### config.mk
export PLATFORM = sky130hd
export DESIGN_NAME = button_multi_click_classifier_flat
export DESIGN_NICKNAME = d
export VERILOG_FILES = /design/src/sv/bmc_pkg.sv /design/src/sv/bmc_if.sv /design/src/sv/bmc_cfg_regs.sv /design/src/sv/bmc_classifier.sv /design/src/sv/button_multi_click_classifier.sv /design/src/flat_wrapper.sv
export VERILOG_INCLUDE_DIRS = /design/src /design/src/sv
export SDC_FILE = /design/constraint.sdc
export NUM_CORES = 1
export LEC_CHECK = 0
export ABC_AREA = 1
export ABC_CLOCK_PERIOD_IN_PS = 4730
export BUFFER_PORTS_ARGS = -buffer_cell sky130_fd_sc_hd__buf_4
export CORE_MARGIN = 3
export CORE_UTILIZATION = 40
export CTS_CLUSTER_DIAMETER = 40
export DETAILED_ROUTE_END_ITERATION = 7
export GPL_ROUTABILITY_DRIVEN = 0
export GPL_TIMING_DRIVEN = 0
export PLACE_DENSITY_LB_ADDON = 0.1
export SLEW_MARGIN = 25
export SYNTH_ARGS = -nofsm -noshare
export SYNTH_HDL_FRONTEND = slang
export SYNTH_SLANG_ARGS = --single-unit
### constraint.sdc
create_clock -name clock -period 4.73 [get_ports clock]
set_input_delay 0.473 -clock clock [delete_from_list [all_inputs] [get_ports clock]]
set_output_delay 0.473 -clock clock [all_outputs]
set_load 0.05 [all_outputs]
### src/sv/button_multi_click_classifier_assert.svh
// assertion macros for the button gesture classifier
`ifndef BUTTON_MULTI_CLICK_CLASSIFIER_ASSERT_SVH
`define BUTTON_MULTI_CLICK_CLASSIFIER_ASSERT_SVH

// condition must hold at every clock edge outside reset
`define BMC_ASSERT_ALWAYS(label, clk, rst, cond, msg) \
   label: assert property (@(posedge clk) disable iff (rst) (cond)) else $error(msg);

// consequent must hold in the same cycle as the antecedent
`define BMC_ASSERT_IMPLY(label, clk, rst, ante, cons, msg) \
   label: assert property (@(posedge clk) disable iff (rst) (ante) |-> (cons)) \
      else $error(msg);

// consequent must hold in the cycle after the antecedent
`define BMC_ASSERT_NEXT(label, clk, rst, ante, cons, msg) \
   label: assert property (@(posedge clk) disable iff (rst) (ante) |=> (cons)) \
      else $error(msg);

`endif

### src/sv/bmc_pkg.sv
// shared types and constants for the button gesture classifier
package bmc_pkg;

   // field widths
   localparam int unsigned BTN_W   = 8;
   localparam int unsigned TICK_W  = 16;
   localparam int unsigned CNT_W   = 3;
   localparam int unsigned CFG_W   = 8;
   localparam int unsigned CSR_IDX_W = 2;

   // edge count limit and tick saturation value
   localparam logic [CNT_W-1:0]  EDGE_MAX = 3'd6;
   localparam logic [TICK_W-1:0] TICK_MAX = 16'hFFFF;

   // register indexes
   localparam logic [CSR_IDX_W-1:0] CSR_HOLD_TICKS   = 2'd0;
   localparam logic [CSR_IDX_W-1:0] CSR_DOUBLE_WAIT  = 2'd1;
   localparam logic [CSR_IDX_W-1:0] CSR_LONG_PRESS   = 2'd2;

   // register reset values
   localparam logic [CFG_W-1:0] HOLD_TICKS_RST  = 8'd2;
   localparam logic [CFG_W-1:0] DOUBLE_WAIT_RST = 8'd4;
   localparam logic [CFG_W-1:0] LONG_PRESS_RST  = 8'd2;

   // item kinds
   localparam logic REQ_BUTTON_EVENT = 1'b0;
   localparam logic REQ_TIMER_TICK   = 1'b1;

   // gesture codes
   typedef enum logic [2:0] {
      GEST_SINGLE_CLICK = 3'd0,
      GEST_SINGLE_HELD  = 3'd1,
      GEST_DOUBLE_CLICK = 3'd2,
      GEST_DOUBLE_HELD  = 3'd3,
      GEST_TRIPLE_CLICK = 3'd4,
      GEST_TRIPLE_HELD  = 3'd5
   } gesture_type;

   // thresholds from the register block
   typedef struct packed {
      logic [CFG_W-1:0] hold_ticks;
      logic [CFG_W-1:0] double_wait_ticks;
      logic [CFG_W-1:0] long_press_limit;
   } cfg_type;

   // classifier result for the item in the input register
   typedef struct packed {
      logic              valid;
      gesture_type       gesture;
      logic [BTN_W-1:0]  buttons;
   } res_type;

   // session status for checking
   typedef struct packed {
      logic              active;
      logic [CNT_W-1:0]  edge_count;
   } sts_type;

endpackage

### src/sv/bmc_if.sv
// channel interfaces for the button gesture classifier

// input items: button change or timer tick
interface bmc_req_if;
   logic                     valid;
   logic                     ready;
   logic                     req_type;
   logic [bmc_pkg::BTN_W-1:0] buttons;

   modport source (output valid, output req_type, output buttons, input ready);
   modport sink   (input valid, input req_type, input buttons, output ready);
endinterface

// result items: gesture and first mask
interface bmc_rsp_if;
   logic                     valid;
   logic                     ready;
   logic [2:0]               gesture;
   logic [bmc_pkg::BTN_W-1:0] gesture_buttons;

   modport source (output valid, output gesture, output gesture_buttons, input ready);
   modport sink   (input valid, input gesture, input gesture_buttons, output ready);
endinterface

// register writes
interface bmc_csr_if;
   logic                         valid;
   logic                         ready;
   logic [bmc_pkg::CSR_IDX_W-1:0] index;
   logic [bmc_pkg::CFG_W-1:0]     wdata;

   modport source (output valid, output index, output wdata, input ready);
   modport sink   (input valid, input index, input wdata, output ready);
endinterface

### src/sv/bmc_cfg_regs.sv
// threshold registers written through the register port
module bmc_cfg_regs (
   input  logic                           clock,
   input  logic                           reset,
   input  logic                           wr_en,
   input  logic [bmc_pkg::CSR_IDX_W-1:0]  wr_index,
   input  logic [bmc_pkg::CFG_W-1:0]      wr_data,
   output bmc_pkg::cfg_type               cfg
);

   bmc_pkg::cfg_type cfg_ff;
   bmc_pkg::cfg_type cfg_in;

   // index decode, unknown indexes are dropped
   always_comb begin
      cfg_in = cfg_ff;
      if (wr_en) begin
         unique case (wr_index)
            bmc_pkg::CSR_HOLD_TICKS:  cfg_in.hold_ticks        = wr_data;
            bmc_pkg::CSR_DOUBLE_WAIT: cfg_in.double_wait_ticks = wr_data;
            bmc_pkg::CSR_LONG_PRESS:  cfg_in.long_press_limit  = wr_data;
            default: ;
         endcase
      end
   end

   always_ff @(posedge clock) begin
      if (reset) begin
         cfg_ff.hold_ticks        <= bmc_pkg::HOLD_TICKS_RST;
         cfg_ff.double_wait_ticks <= bmc_pkg::DOUBLE_WAIT_RST;
         cfg_ff.long_press_limit  <= bmc_pkg::LONG_PRESS_RST;
      end else begin
         cfg_ff <= cfg_in;
      end
   end

   assign cfg = cfg_ff;

endmodule

### src/sv/bmc_classifier.sv
// session state and combinational gesture decision
module bmc_classifier (
   input  logic                       clock,
   input  logic                       reset,
   input  logic                       step,
   input  logic                       req_type,
   input  logic [bmc_pkg::BTN_W-1:0]  buttons,
   input  bmc_pkg::cfg_type           cfg,
   output bmc_pkg::res_type           res,
   output bmc_pkg::sts_type           sts
);

   logic                        active_ff,  active_in;
   logic [bmc_pkg::TICK_W-1:0]  ticks_ff,   ticks_in;
   logic [bmc_pkg::CNT_W-1:0]   count_ff,   count_in;
   logic [bmc_pkg::BTN_W-1:0]   first_ff,   first_in;
   logic [bmc_pkg::BTN_W-1:0]   last_ff;
   // of the edge times, only time1 and time3 are ever compared
   logic [bmc_pkg::TICK_W-1:0]  time1_ff,   time1_in;
   logic [bmc_pkg::TICK_W-1:0]  time3_ff,   time3_in;

   logic                        start;
   logic                        active_now;
   logic [bmc_pkg::TICK_W-1:0]  ticks_base;
   logic [bmc_pkg::CNT_W-1:0]   count_base;
   logic                        is_edge;
   logic                        take_edge;
   logic                        hold_hit;
   logic                        dwait_hit;
   logic                        end_sess;
   logic [bmc_pkg::TICK_W-1:0]  hold_ext, dwait_ext, limit_ext;

   assign hold_ext  = {{(bmc_pkg::TICK_W-bmc_pkg::CFG_W){1'b0}}, cfg.hold_ticks};
   assign dwait_ext = {{(bmc_pkg::TICK_W-bmc_pkg::CFG_W){1'b0}}, cfg.double_wait_ticks};
   assign limit_ext = {{(bmc_pkg::TICK_W-bmc_pkg::CFG_W){1'b0}}, cfg.long_press_limit};

   // session open, tick count and edge capture
   always_comb begin
      start      = !active_ff && (buttons != '0);
      active_now = active_ff || start;
      ticks_base = start ? '0 : ticks_ff;
      count_base = start ? '0 : count_ff;

      ticks_in = ticks_base;
      if (req_type == bmc_pkg::REQ_TIMER_TICK && ticks_base != bmc_pkg::TICK_MAX) begin
         ticks_in = ticks_base + 1'b1;
      end

      is_edge   = ((buttons == '0) && (last_ff != '0)) ||
                  ((buttons != '0) && (buttons != last_ff));
      take_edge = is_edge && (count_base < bmc_pkg::EDGE_MAX);

      count_in = take_edge ? count_base + 1'b1 : count_base;
      first_in = (take_edge && count_base == 3'd0) ? buttons : first_ff;
      time1_in = (take_edge && count_base == 3'd1) ? ticks_in : time1_ff;
      time3_in = (take_edge && count_base == 3'd3) ? ticks_in : time3_ff;

      hold_hit  = ticks_in >= hold_ext;
      dwait_hit = ticks_in >= dwait_ext;
   end

   // gesture decision on the updated edge count
   always_comb begin
      res.valid   = 1'b0;
      res.gesture = bmc_pkg::GEST_SINGLE_CLICK;
      res.buttons = first_in;
      end_sess    = 1'b0;
      case (count_in)
         3'd6: begin
            res.valid   = 1'b1;
            res.gesture = bmc_pkg::GEST_TRIPLE_CLICK;
            end_sess    = 1'b1;
         end
         3'd5: begin
            res.valid   = hold_hit;
            res.gesture = bmc_pkg::GEST_TRIPLE_HELD;
         end
         3'd4: begin
            res.gesture = bmc_pkg::GEST_DOUBLE_CLICK;
            if (time3_in > limit_ext) begin
               end_sess = 1'b1;
            end else if (dwait_hit) begin
               res.valid = 1'b1;
               end_sess  = 1'b1;
            end
         end
         3'd3: begin
            res.valid   = hold_hit;
            res.gesture = bmc_pkg::GEST_DOUBLE_HELD;
         end
         3'd2: begin
            res.gesture = bmc_pkg::GEST_SINGLE_CLICK;
            if (time1_in > limit_ext) begin
               end_sess = 1'b1;
            end else if (hold_hit) begin
               res.valid = 1'b1;
               end_sess  = 1'b1;
            end
         end
         3'd1: begin
            res.valid   = hold_hit;
            res.gesture = bmc_pkg::GEST_SINGLE_HELD;
         end
         default: ;
      endcase
      // no session, no result
      if (!active_now) begin
         res.valid = 1'b0;
         end_sess  = 1'b0;
      end
      active_in = active_now && !end_sess;
   end

   // session control state
   always_ff @(posedge clock) begin
      if (reset) begin
         active_ff <= 1'b0;
         ticks_ff  <= '0;
         count_ff  <= '0;
         first_ff  <= '0;
         last_ff   <= '0;
      end else if (step) begin
         last_ff <= buttons;
         if (active_now) begin
            active_ff <= active_in;
            first_ff  <= first_in;
            ticks_ff  <= end_sess ? '0 : ticks_in;
            count_ff  <= end_sess ? '0 : count_in;
         end
      end
   end

   // edge time store, meaningful only once written in the session
   always_ff @(posedge clock) begin
      if (step && active_now) begin
         time1_ff <= time1_in;
         time3_ff <= time3_in;
      end
   end

   assign sts.active     = active_ff;
   assign sts.edge_count = count_ff;

endmodule

### src/sv/button_multi_click_classifier.sv
// top level of the button gesture classifier
//
//  channel   dir   transfer when       payload
//  req_ch    in    valid && ready      req_type, buttons
//  rsp_ch    out   valid && ready      gesture, gesture_buttons
//  csr_ch    in    valid && ready      index, wdata (ready always high)
//
// one item per cycle while rsp is not stalled; rsp valid rises once the item has
// passed the input register and then the result register
// the item sits in an input register, the classifier updates state and the
// result register in one pass; an item without a gesture drops out there
// a stalled result register holds the input register, which holds req_ch
// reset is synchronous and clears session state and thresholds to defaults
`include "button_multi_click_classifier_assert.svh"

module button_multi_click_classifier (
   input  logic       clock,
   input  logic       reset,
   bmc_req_if.sink    req_ch,
   bmc_rsp_if.source  rsp_ch,
   bmc_csr_if.sink    csr_ch
);

   logic                       in_valid_ff,   in_valid_in;
   logic                       in_type_ff;
   logic [bmc_pkg::BTN_W-1:0]  in_buttons_ff;
   logic                       out_valid_ff,  out_valid_in;
   bmc_pkg::gesture_type       out_gesture_ff;
   logic [bmc_pkg::BTN_W-1:0]  out_buttons_ff;

   logic                       advance;
   logic                       step;
   logic                       req_xfer;
   logic                       out_load;
   bmc_pkg::cfg_type           cfg;
   bmc_pkg::res_type           res;
   bmc_pkg::sts_type           sts;

   // threshold registers
   bmc_cfg_regs u_cfg (
      .clock    (clock),
      .reset    (reset),
      .wr_en    (csr_ch.valid),
      .wr_index (csr_ch.index),
      .wr_data  (csr_ch.wdata),
      .cfg      (cfg)
   );
   assign csr_ch.ready = 1'b1;

   // pipeline handshake
   assign advance      = !out_valid_ff || rsp_ch.ready;
   assign step         = in_valid_ff && advance;
   assign req_ch.ready = !in_valid_ff || advance;
   assign req_xfer     = req_ch.valid && req_ch.ready;
   assign out_load     = step && res.valid;

   always_comb begin
      in_valid_in = in_valid_ff;
      if (req_xfer) begin
         in_valid_in = 1'b1;
      end else if (step) begin
         in_valid_in = 1'b0;
      end
      out_valid_in = advance ? out_load : out_valid_ff;
   end

   // control registers
   always_ff @(posedge clock) begin
      if (reset) begin
         in_valid_ff  <= 1'b0;
         out_valid_ff <= 1'b0;
      end else begin
         in_valid_ff  <= in_valid_in;
         out_valid_ff <= out_valid_in;
      end
   end

   // payload registers
   always_ff @(posedge clock) begin
      if (req_xfer) begin
         in_type_ff    <= req_ch.req_type;
         in_buttons_ff <= req_ch.buttons;
      end
      if (out_load) begin
         out_gesture_ff <= res.gesture;
         out_buttons_ff <= res.buttons;
      end
   end

   // session tracking and gesture decision
   bmc_classifier u_cls (
      .clock    (clock),
      .reset    (reset),
      .step     (step),
      .req_type (in_type_ff),
      .buttons  (in_buttons_ff),
      .cfg      (cfg),
      .res      (res),
      .sts      (sts)
   );

   assign rsp_ch.valid           = out_valid_ff;
   assign rsp_ch.gesture         = out_gesture_ff;
   assign rsp_ch.gesture_buttons = out_buttons_ff;

   // checks
   `BMC_ASSERT_IMPLY(a_idle_count_zero, clock, reset, !sts.active, sts.edge_count == 3'd0, "edge count nonzero outside a session")
   `BMC_ASSERT_ALWAYS(a_count_bound, clock, reset, sts.edge_count <= bmc_pkg::EDGE_MAX, "edge count past limit")
   `BMC_ASSERT_NEXT(a_triple_ends, clock, reset, out_load && res.gesture == bmc_pkg::GEST_TRIPLE_CLICK, !sts.active, "session open after triple click")
   `BMC_ASSERT_IMPLY(a_stall_holds_input, clock, reset, in_valid_ff && out_valid_ff && !rsp_ch.ready, !req_ch.ready, "input taken while result stalled")

endmodule

### src/flat_wrapper.sv
// flat-port wrapper written by rule: the top's interface ports become plain ports
module button_multi_click_classifier_flat 
  (clock, reset, req_ch_valid, req_ch_req_type, req_ch_buttons, req_ch_ready, rsp_ch_valid, rsp_ch_gesture, rsp_ch_gesture_buttons, rsp_ch_ready, csr_ch_valid, csr_ch_index, csr_ch_wdata, csr_ch_ready);
  bmc_req_if req_ch_i ();
  bmc_rsp_if rsp_ch_i ();
  bmc_csr_if csr_ch_i ();
  input  logic clock;
  input  logic reset;
  input wire logic [$bits(req_ch_i.valid)-1:0] req_ch_valid;
  input wire logic [$bits(req_ch_i.req_type)-1:0] req_ch_req_type;
  input wire logic [$bits(req_ch_i.buttons)-1:0] req_ch_buttons;
  output wire logic [$bits(req_ch_i.ready)-1:0] req_ch_ready;
  output wire logic [$bits(rsp_ch_i.valid)-1:0] rsp_ch_valid;
  output wire logic [$bits(rsp_ch_i.gesture)-1:0] rsp_ch_gesture;
  output wire logic [$bits(rsp_ch_i.gesture_buttons)-1:0] rsp_ch_gesture_buttons;
  input wire logic [$bits(rsp_ch_i.ready)-1:0] rsp_ch_ready;
  input wire logic [$bits(csr_ch_i.valid)-1:0] csr_ch_valid;
  input wire logic [$bits(csr_ch_i.index)-1:0] csr_ch_index;
  input wire logic [$bits(csr_ch_i.wdata)-1:0] csr_ch_wdata;
  output wire logic [$bits(csr_ch_i.ready)-1:0] csr_ch_ready;
  assign req_ch_i.valid = req_ch_valid;
  assign req_ch_i.req_type = req_ch_req_type;
  assign req_ch_i.buttons = req_ch_buttons;
  assign req_ch_ready = req_ch_i.ready;
  assign rsp_ch_valid = rsp_ch_i.valid;
  assign rsp_ch_gesture = rsp_ch_i.gesture;
  assign rsp_ch_gesture_buttons = rsp_ch_i.gesture_buttons;
  assign rsp_ch_i.ready = rsp_ch_ready;
  assign csr_ch_i.valid = csr_ch_valid;
  assign csr_ch_i.index = csr_ch_index;
  assign csr_ch_i.wdata = csr_ch_wdata;
  assign csr_ch_ready = csr_ch_i.ready;
  button_multi_click_classifier u_core (.clock(clock), .reset(reset), .req_ch(req_ch_i), .rsp_ch(rsp_ch_i), .csr_ch(csr_ch_i));
endmodule
# Word level (Yosys, flattened, before mapping)
# Cells that the tools add are included.
[word_totals]
register_bits = 114
wordCells = 87
out_inout_bits = 14
[op_classes]
n_mux = 21
n_addsub = 2
magnitude_cmp = 5
n_eq_ne = 12
n_reduce_logical = 31
[ops]
columns = ["op", "count"]
rows = [
  ["$mux 16", 5],
  ["$ge 16x8->1", 2],
  ["$gt 16x8->1", 2],
  ["$pmux 4 s6", 1],
  ["$add 16x1->16 const B", 1],
  ["$ne 16x16->1 const B", 1],
  ["$reduce_bool 8->1", 2],
  ["$logic_and 1x1->1", 13],
  ["$mux 1", 10],
  ["$eq 3x2->1 const B", 3],
  ["$eq 3x3->1 const B", 3],
  ["$mux 3", 3],
  ["$logic_not 8->1", 1],
  ["$mux 8", 1],
  ["$ne 8x8->1", 1],
  ["$reduce_and 2->1", 4],
  ["$eq 3x1->1 const B", 2],
  ["$logic_not 1->1", 4],
  ["$logic_or 1x1->1", 4],
  ["$add 3x1->3 const B", 1],
  ["$logic_not 3->1", 1],
  ["$lt 3x3->1 const B", 1],
  ["$pmux 1 s3", 1],
  ["$eq 2x1->1 const B", 1],
  ["3 further kinds", 3],
]

# Longest topological paths before layout
# Gate-level depths: netlist (run 1).
[depth]
ltp_word = 13
ltp_mapped = 36

# Modules after synthesis
# A second synthesis (run 1) with hierarchy kept.
[unflattened]
cells_unflattened = 894
hier_area_um2 = 6756.5
[modules_own_cells]
columns = ["module", "instances", "area_per_inst_um2", "cells_each"]
rows = [
  ["bmc_classifier", 1, 4978.5, 702],
  ["bmc_cfg_regs", 1, 1057.3, 152],
  ["button_multi_click_classifier", 1, 720.7, 40],
]

# Worst setup path after synthesis (run 1)
# Ideal clock, no wire load.
[synth_path]
kind = "reg-to-reg"
start = "reg u_core.in_buttons_ff[6] (netlist name)"
end = "reg u_core.out_gesture_ff[0] (netlist: u_core.rsp_ch.gesture[0]), enable pin"
arrival_time_ns = 4.128
path_buffers = 2
synth_period_minus_slack_ns = 4.467
required_time_ns = 4.391
path_stages_with_launch = 35
slack_ns = 0.263
path_cell_list = "edfxtp_1 -> nor2_2 -> nand2_2 -> o21ai_4 -> buf_6 -> buf_6 -> nand2_1 -> inv_1 -> ha_1 -> nand2_1 -> nor2_1 -> nand3_1 -> nor2_4 -> nand3_4 -> nand2_4 -> inv_2 -> nand2_1 -> nor2_1 -> xor2_1 -> inv_1 -> o21ai_0 -> ha_1 -> nand2_1 -> inv_1 -> nand3_1 -> o221ai_1 -> nand2_1 -> nand3_1 -> nor2_1 -> nand3_1 -> nand2_1 -> nand2_1 -> nand2_1 -> nand2_1 -> inv_1"
[synth_between]
elab_chain_cells = 12
[synth_rtl]
columns = ["item", "line", "text"]
rows = [
  ["start, declared", "button_multi_click_classifier.sv:26", "logic [bmc_pkg::BTN_W-1:0] in_buttons_ff;"],
  ["start signal, assigned", "button_multi_click_classifier.sv:82", "in_buttons_ff <= req_ch.buttons;"],
  ["branches (longest 6 deep; another with $add 16x1->16)", "-", ""],
  ["$mux 16 *", "bmc_classifier.sv:56", "time3_in = (take_edge && count_base == 3'd3) ? ticks_in : time3_ff;"],
  ["net u_core.u_cls.time3_in, one bit", "bmc_classifier.sv:20", "logic [bmc_pkg::TICK_W-1:0] time3_ff, time3_in;"],
  ["$gt 16x8->1 *", "bmc_classifier.sv:80", "if (time3_in > limit_ext) begin"],
  ["$mux 1 *", "bmc_classifier.sv:80", ""],
  ["$pmux 4 s6 *", "bmc_classifier.sv:68", "case (count_in)"],
  ["$mux 1 *", "bmc_classifier.sv:107", "if (!active_now) begin"],
  ["$logic_and 1x1->1 *", "button_multi_click_classifier.sv:55", "assign out_load = step && res.valid;"],
  ["net u_core.out_load", "button_multi_click_classifier.sv:34", "logic out_load;"],
  ["end signal, assigned", "button_multi_click_classifier.sv:85", "out_gesture_ff <= res.gesture;"],
  ["end, declared", "button_multi_click_classifier.sv:28", "bmc_pkg::gesture_type out_gesture_ff;"],
]
# Mark *: on every way through the listed nets, which the timed path passes.
# A chain may end at the register's enable or synchronous reset.

# Worst setup path after layout (run 1)
[layout_path]
start = "reg u_core.in_buttons_ff[5] (netlist name)"
end = "reg u_core.u_cls.ticks_ff[6] (netlist name)"
[layout_between]
elab_chain_cells = 12
[layout_rtl]
columns = ["item", "line", "text"]
rows = [
  ["branches (longest 12 deep; another with $add 16x1->16)", "-", ""],
  ["end signal, assigned", "bmc_classifier.sv:127", "ticks_ff <= end_sess ? '0 : ticks_in;"],
  ["end, declared", "bmc_classifier.sv:14", "logic [bmc_pkg::TICK_W-1:0] ticks_ff, ticks_in;"],
]
# Parallel ways; which one is timed is not known.

==> results.json, run 1 <==
{
  "status": "complete, no violations",
  "final.setup.tns_ns": 0,
  "layout_common_cells": "169 x sky130_fd_sc_hd__nand2_1, 107 x sky130_fd_sc_hd__inv_1, 88 x sky130_fd_sc_hd__buf_4",
  "antenna-diode-count": 0,
  "globalRouteOverflowTotal": 0,
  "share_seq_of_total_power_pct": 41.7,
  "initialDrtViolationCount": 341,
  "placement.io_buffers": 36,
  "max_slew_margin_pct": 43.6,
  "cp.arrival_ns": 4.92,
  "postSynthNetCount": 881,
  "fin_skew_ns": 0.0118,
  "power.share.combinational_pct": 10.8,
  "worst_setup_path_start_kind": "flip-flop",
  "final_nets": 989,
  "synth-warning-count": 0,
  "layout-drive-gt1-share_pct": 26.2,
  "clkPwrFrac_pct": 47.6,
  "grt_setup_unrepaired": "yes",
  "worstPathBufferInverterCount": 7,
  "num_vias": 5750,
  "maximum_ir_drop_on_the_vdd_rail_v": 0.000234,
  "ys.flop_type": "sky130_fd_sc_hd__dfxtp_1",
  "drt_pass1_iterations": 5,
  "place_hpwl_um": 12200,
  "crit_family": "simple AND/OR/NAND/NOR gates",
  "drt.antenna.violating_nets": 0,
  "viasPerCell": 4.99,
  "placementRows": 45,
  "p_sw_share_pct": 27.0,
  "fmax_ghz": 0.219,
  "total_switching_power_mw": 0.712,
  "synth_area_leaders": "sky130_fd_sc_hd__edfxtp_1 24%, sky130_fd_sc_hd__dfxtp_1 19%, sky130_fd_sc_hd__nand2_1 10%",
  "endpoint_kind": "flip-flop",
  "dp.cells": 1067,
  "insertion_delay_ns": 0.42,
  "multi_input_area_sq_um": 3360,
  "setup.worst_path.class": "flip-flop to flip-flop",
  "synth_enable_flop_cells": 52,
  "syn2layout_area_growth_pct": 28.7,
  "power.density_cell_area_nw_per_um2": 317,
  "via_count_of_the_first_global_routing_pass": 5530,
  "finalCritPeriodShare_pct": 96.6,
  "grt_antenna_before_repair": 0,
  "totalWireLength_um": 17400,
  "leakage_nw": 3.53,
  "post_cts_hold_buffer_count": 0,
  "cts_tree": "built",
  "cts_num_sinks": 114,
  "cts_inserted_buffers": 17,
  "cap_violations": 0,
  "htreeDepth": 4,
  "fp.dieW_um": 133,
  "intPower_mw": 1.92,
  "yosys.area.top_type_share_pct": 24.2,
  "cp_data_required_time_ns": 5.08,
  "fp.dieH_um": 133,
  "finish.cell_count_without_fillers": 1152,
  "grt_util_all_layers_pct": 20.0,
  "grt_first_pass_wirelength_um": 28000,
  "design.core.area_sq_um": 15500,
  "critical_path.max_stage_delay_ns": 0.42,
  "synth-async-reset-ratio_pct": 0,
  "ys_ff_latch": 114,
  "crit_start": "u_core.in_buttons_ff[5]$_DFFE_PP_",
  "final-max-slew-violation-count": 0,
  "worst_hold_startpoint": "req_ch_buttons[5]",
  "io_pins": 38,
  "cts.reportedPaths.clkPinSlew_ns": 0.06,
  "yosysTopAreaCell": "sky130_fd_sc_hd__edfxtp_1",
  "hold_class": "primary input to flip-flop",
  "timing.final.setup_violations": 0,
  "grt_max_degree": 36,
  "netlist_area_sq_um": 6450,
  "crit_fanout": 10,
  "fp.dieArea_sq_um": 17700,
  "synth_area_per_cell_sq_um": 7.87,
  "ys_seq_area_share_pct": 43.5,
  "cts.root.buffer_cell": "sky130_fd_sc_hd__clkbuf_16",
  "start_util_pct": 41.7,
  "fill_cells": 1444,
  "clockBufferDepth": 2,
  "r2r_startpoint": "u_core.in_buttons_ff[5]$_DFFE_PP_",
  "seqCellArea_sq_um": 2800,
  "crit_path_top_delay_cell": "sky130_fd_sc_hd__edfxtp_1",
  "finalHoldViolations": 0,
  "layout_commonest_cell": "sky130_fd_sc_hd__nand2_1",
  "drcViolationCount": 0,
  "final.min_clock_period_ns": 4.57,
  "route.detailed.wl_per_inst_um": 15.1,
  "worst-slew-pin-transition_ns": 0.845,
  "netlist-cell-type-count": 44,
  "syn_inst": 820
}
==> flip-flops by register name, summed over array words and instances (netlist names) <==
register                       cells
u_core.u_cfg.cfg                  24
u_core.in_valid_ff                 1
u_core.u_cls.first_ff              8
u_core.u_cls.last_ff               8
u_core.u_cls.time1_ff             16
u_core.u_cls.count_ff              3
u_core.u_cls.time3_ff             16
u_core.u_cls.ticks_ff             16
u_core.in_buttons_ff               8
u_core.rsp_ch.gesture              3
u_core.u_cls.active_ff             1
u_core.in_type_ff                  1
u_core.rsp_ch.gesture_buttons      8
u_core.rsp_ch.valid                1
==> path summary, 6_finish.rpt <==
kind,end,slack (ns),cells past startpoint
worst max-delay path,u_core.u_cls.ticks_ff[6]$_SDFFE_PP0P_,0.16,34
worst min-delay path,u_core.in_buttons_ff[5]$_DFFE_PP_,0.22,1
worst max register to register,u_core.u_cls.ticks_ff[6]$_SDFFE_PP0P_,0.16,34
worst min register to register,u_core.u_cfg.cfg[11]$_SDFFE_PP0P_,0.46,2
==> through the flow <==
| stage | power (mW) | utilization, % | hold slack (ns) | setup slack, ns | area, sq um |
|---|---|---|---|---|---|
| after floorplan | 1.28 | - | 0.429 | 0.263 | 6450 |
| after global placement | 1.35 | 45.1 | 0.445 | -1.25 | 6980 |
| after detailed placement | 1.36 | 45.1 | 0.452 | -1.25 | 6980 |
| after CTS | 2.63 | 51.2 | 0.207 | 0.00696 | 7930 |
| after global routing | 2.74 | 53.6 | 0.204 | -0.130 | 8300 |
| final | 2.63 | 53.6 | 0.223 | 0.159 | 8300 |
==> power by group through the flow <==
| stage | registers (mW) | clock network, mW | logic [mW] |
|---|---|---|---|
| 6_report | 1.10 | 1.25 | 0.284 |
| 5_1_grt | 1.10 | 1.32 | 0.318 |
| 2_1_floorplan | 1.13 | 0 | 0.150 |
| 3_3_place_gp | 1.12 | 0 | 0.231 |
| 4_1_cts | 1.10 | 1.27 | 0.262 |
| 3_5_place_dp | 1.12 | 0 | 0.236 |
==> worst register-to-register path: cells and delay by family, from the launching register on <==
kind | cells | cell delay [ns]
AOI/OAI and AO/OA | 7 | 1.10
xor gates and xnor gates | 1 | 0.15
adders and majority gates | 2 | 0.35
buffers and inverters | 7 | 0.87
DFF | 1 | 0.42
and+or+nand+nor | 17 | 1.59
==> timing repair <==
action                     CTS  global route
setup buffers               26            27
resized for setup           44            47
pin swaps                   15            32
setup endpoints to repair   31            31
gates cloned                 1             0
==> final cells by class <==
class | instances | share of cell area [%]
Timing Repair inverter | 1 | 0.0904
Inverter | 119 | 5.61
Timing Repair Buffer | 89 | 8.24
Buffer | 24 | 1.67
Sequential cell | 114 | 33.8
Multi-Input combinational cell | 562 | 40.5
Clock buffer | 17 | 5.12
Tap cell | 211 | 3.18
Clock inverter | 15 | 1.81
==> cells by family (layout without fill, tap and decap cells) <==
group	after synthesis	after routing	share of synthesized area, %
other	1	1	0.0581
DFF	114	114	43.5
xor gates and xnor gates	16	16	2.17
AOI/OAI and AO/OA	149	149	13.0
buffers and inverters	144	265	9.14
and+or+nand+nor	359	359	25.0
adders and majority gates	37	37	7.18
==> cells in the mapped netlist (2+ instances only) <==
master,number
sky130_fd_sc_hd__inv_2,2
sky130_fd_sc_hd__dfxtp_1,62
sky130_fd_sc_hd__xor2_1,14
sky130_fd_sc_hd__buf_2,2
sky130_fd_sc_hd__nor3_1,3
sky130_fd_sc_hd__clkbuf_1,17
sky130_fd_sc_hd__o21ai_1,2
sky130_fd_sc_hd__a21oi_1,54
sky130_fd_sc_hd__o211ai_1,3
sky130_fd_sc_hd__nand3_2,3
sky130_fd_sc_hd__clkinv_1,2
sky130_fd_sc_hd__nand4_1,11
sky130_fd_sc_hd__nand2_2,17
sky130_fd_sc_hd__nand2_4,2
sky130_fd_sc_hd__o21ai_0,70
sky130_fd_sc_hd__inv_1,115
sky130_fd_sc_hd__nor4_1,3
sky130_fd_sc_hd__nand3b_1,3
sky130_fd_sc_hd__o21ai_2,2
sky130_fd_sc_hd__ha_1,37
sky130_fd_sc_hd__nor2_1,76
sky130_fd_sc_hd__nor2_2,7
sky130_fd_sc_hd__edfxtp_1,52
sky130_fd_sc_hd__or2_2,13
sky130_fd_sc_hd__buf_6,2
sky130_fd_sc_hd__xnor2_1,2
sky130_fd_sc_hd__nand2_1,180
sky130_fd_sc_hd__nor2_4,4
sky130_fd_sc_hd__nand3_1,36
sky130_fd_sc_hd__a21oi_2,10
==> per-layer routing <==
layer | global-route usage (%) | up-vias | routed length, um
li1 | - | 2888 | -
met1 | 26.6 | 2708 | 8070
met2 | 32.6 | 134 | 8360
met3 | 4.33 | 20 | 767
met4 | 6.00 | 0 | 204
met5 | 0 | - | 0
Note: power is estimated with default switching activity, not from simulation.
==> run 2: changes to the inputs <==
--- a/config.mk
+++ b/config.mk
@@ -15,7 +15,7 @@
 export DETAILED_ROUTE_END_ITERATION = 7
 export GPL_ROUTABILITY_DRIVEN = 0
 export GPL_TIMING_DRIVEN = 0
-export PLACE_DENSITY_LB_ADDON = 0.1
+export PLACE_DENSITY = 0.68
 export SLEW_MARGIN = 25
 export SYNTH_ARGS = -nofsm -noshare
 export SYNTH_HDL_FRONTEND = slang
==> run 2 against run 1 <==
- sequential cell count unchanged
- critical path depth did not move
- cell area down 0.35%
- non-clock buffer count fell by 12
- clock power barely moved
- critical path type unchanged
- highest routed layer unchanged
==> results.json, run 2 (synthesis gave the netlist of run 1 again) <==
{
  "worst_r2r_path_depth": 34,
  "fmax_ghz": 0.216,
  "drcViolationCount": 0,
  "fp.dieArea_sq_um": 17700,
  "finalCritPeriodShare_pct": 98.1,
  "layout_commonest_cell": "sky130_fd_sc_hd__nand2_1",
  "endpoint_kind": "flip-flop",
  "globalRouteOverflowTotal": 0,
  "worst-slew-pin-transition_ns": 0.840,
  "maximum_ir_drop_on_the_vdd_rail_v": 0.000239,
  "route.detailed.wl_per_inst_um": 14.7,
  "setup.worst_path.class": "flip-flop to flip-flop",
  "grt_antenna_before_repair": 0,
  "grt_setup_unrepaired": "yes",
  "leakage_nw": 3.48,
  "placement.io_buffers": 36,
  "total_cell_area_at_the_placement_stage_sq_um": 6980,
  "start_util_pct": 41.7,
  "post-layout-total-power_mw": 2.63,
  "syn2layout_area_growth_pct": 28.3,
  "max_slew_margin_pct": 44.0,
  "fill_cells": 1443,
  "finalHoldViolations": 0,
  "timing.final.setup_violations": 0,
  "initialDrtViolationCount": 459,
  "path_depth": 34,
  "final-max-slew-violation-count": 0,
  "crit_start": "u_core.in_buttons_ff[5]$_DFFE_PP_",
  "fin_skew_ns": 0.00880,
  "crit_fanout": 7,
  "fp.dieW_um": 133,
  "totalWireLength_um": 16700,
  "crit_family": "simple AND/OR/NAND/NOR gates",
  "design.core.area_sq_um": 15500,
  "layout-drive-gt1-share_pct": 25.8,
  "grt_first_pass_wirelength_um": 26200,
  "antenna-diode-count": 0,
  "cts_num_sinks": 114,
  "layout_common_cells": "170 x sky130_fd_sc_hd__nand2_1, 108 x sky130_fd_sc_hd__inv_1, 74 x sky130_fd_sc_hd__buf_4",
  "cap_violations": 0,
  "placementRows": 45,
  "cts_inserted_buffers": 17,
  "power.density_cell_area_nw_per_um2": 318,
  "grt_util_all_layers_pct": 18.5,
  "r2r_startpoint": "u_core.in_buttons_ff[5]$_DFFE_PP_",
  "final_area_sq_um": 8270,
  "worst_hold_startpoint": "req_ch_buttons[2]",
  "timing.rr.end": "u_core.u_cls.ticks_ff[14]$_SDFFE_PP0P_",
  "dp.cells": 1067,
  "drt.antenna.violating_nets": 0,
  "via_count_of_the_first_global_routing_pass": 5442,
  "critical_path.max_stage_delay_ns": 0.45,
  "htreeDepth": 4,
  "rrSetupSlack_ns": 0.09,
  "finalHoldWorstSlack_ns": 0.229,
  "finish.cell_count_without_fillers": 1140,
  "num_vias": 5750,
  "final.min_clock_period_ns": 4.64,
  "viasPerCell": 5.04,
  "fp.dieH_um": 133,
  "cts.reportedPaths.clkPinSlew_ns": 0.06,
  "worstPathBufferInverterCount": 7,
  "largest_register_ffs": 24,
  "cp.arrival_ns": 4.99,
  "cp_data_required_time_ns": 5.08,
  "worst_setup_path_start_kind": "flip-flop",
  "insertion_delay_ns": 0.42,
  "cts.root.buffer_cell": "sky130_fd_sc_hd__clkbuf_16",
  "drt_pass1_iterations": 5,
  "grt_max_degree": 36,
  "post_cts_hold_buffer_count": 0,
  "timing.critical_path.to": "u_core.u_cls.ticks_ff[14]$_SDFFE_PP0P_",
  "status": "complete, no violations",
  "place_hpwl_um": 11200,
  "io_pins": 38,
  "crit_path_top_delay_cell": "sky130_fd_sc_hd__edfxtp_1",
  "hold_class": "primary input to flip-flop",
  "cts_tree": "built",
  "clockBufferDepth": 2,
  "final_nets": 977
}
[run 2: changes by cell type in the layout (fill, tap and decap cells not counted), moves of 3 or more]
cell / change
sky130_fd_sc_hd__inv_6: -3
sky130_fd_sc_hd__a21oi_1: -3
sky130_fd_sc_hd__o21ai_0: -6
sky130_fd_sc_hd__o21ai_2: +3
sky130_fd_sc_hd__a21oi_2: +3
sky130_fd_sc_hd__buf_4: -14
[run 2: worst min path at each step]
stage | cells past startpoint | slack [ns] | end
after floorplan | 2 | 0.43 | u_core.u_cfg.cfg[1]$_SDFFE_PP1P_
after global placement | 2 | 0.45 | u_core.u_cfg.cfg[21]$_SDFFE_PP0P_
after detailed placement | 2 | 0.46 | u_core.u_cfg.cfg[13]$_SDFFE_PP0P_
after CTS | 1 | 0.22 | u_core.in_buttons_ff[1]$_DFFE_PP_
after global routing | 1 | 0.21 | u_core.in_buttons_ff[2]$_DFFE_PP_
final | 1 | 0.23 | u_core.in_buttons_ff[2]$_DFFE_PP_
[run 2: worst reg2reg max path: cells and delay by family, from the launching register on]
kind | cells | cell delay (ns)
xor gates and xnor gates | 1 | 0.25
and+or+nand+nor | 17 | 1.63
AOI/OAI and AO/OA | 7 | 0.99
adders and majority gates | 2 | 0.33
buffers and inverters | 7 | 0.93
DFF | 1 | 0.45
[run 2: per-stage QoR]
| step | worst slack (ns) | util (%) | TNS (ns) |
|---|---|---|---|
| detailed placement | -1.04 | 45.1 | -25.58 |
| finish | 0.0907 | 53.4 | 0 |
| global route | -0.171 | 53.4 | -3.77 |
| floorplan | 0.263 | - | 0 |
| CTS | 0.0345 | 50.5 | 0 |
| global placement | -1.06 | 45.1 | -25.97 |
[run 2: what timing repair did]
action                                  in CTS  in global routing
gates resized for setup                     31                 76
endpoints found under the setup margin      31                 31
gates cloned                                 1                  1
pin swaps                                   12                 42
setup buffers                               20                 21
[run 2: layout make-up]
cell class              instances  area (sq um)  area share [%]
flip-flops and latches        114          2800            33.9
plain buffers                  24           139            1.68
clock buffers                  19           443            5.35
repair buffers                 77           616            7.44
clock inverters                13           136            1.65
well taps                     211           264            3.19
inverters                     119           458            5.54
repair inverters                1          7.51          0.0907
multi-input cells             562          3410            41.2
[run 2: metal layers]
layer | GRT usage (%) | part of all wire [%] | vias up | wire length [um]
met3 | 5.13 | 7.9 | 41 | 1310
met1 | 24.6 | 44 | 2629 | 7310
met2 | 28.9 | 46 | 219 | 7650
met4 | 6.76 | 2.7 | 0 | 445
li1 | - | - | 2861 | -
met5 | 0.278 | 0 | - | 0
[run 2: power breakdown]
| part | leakage [nW] | switching [mW] | internal, mW |
|---|---|---|---|
| registers | 0.991 | 0.0183 | 1.08 |
| logic | 2.21 | 0.176 | 0.104 |
| clock network | 0.277 | 0.463 | 0.786 |
| total | 3.48 | 0.657 | 1.97 |
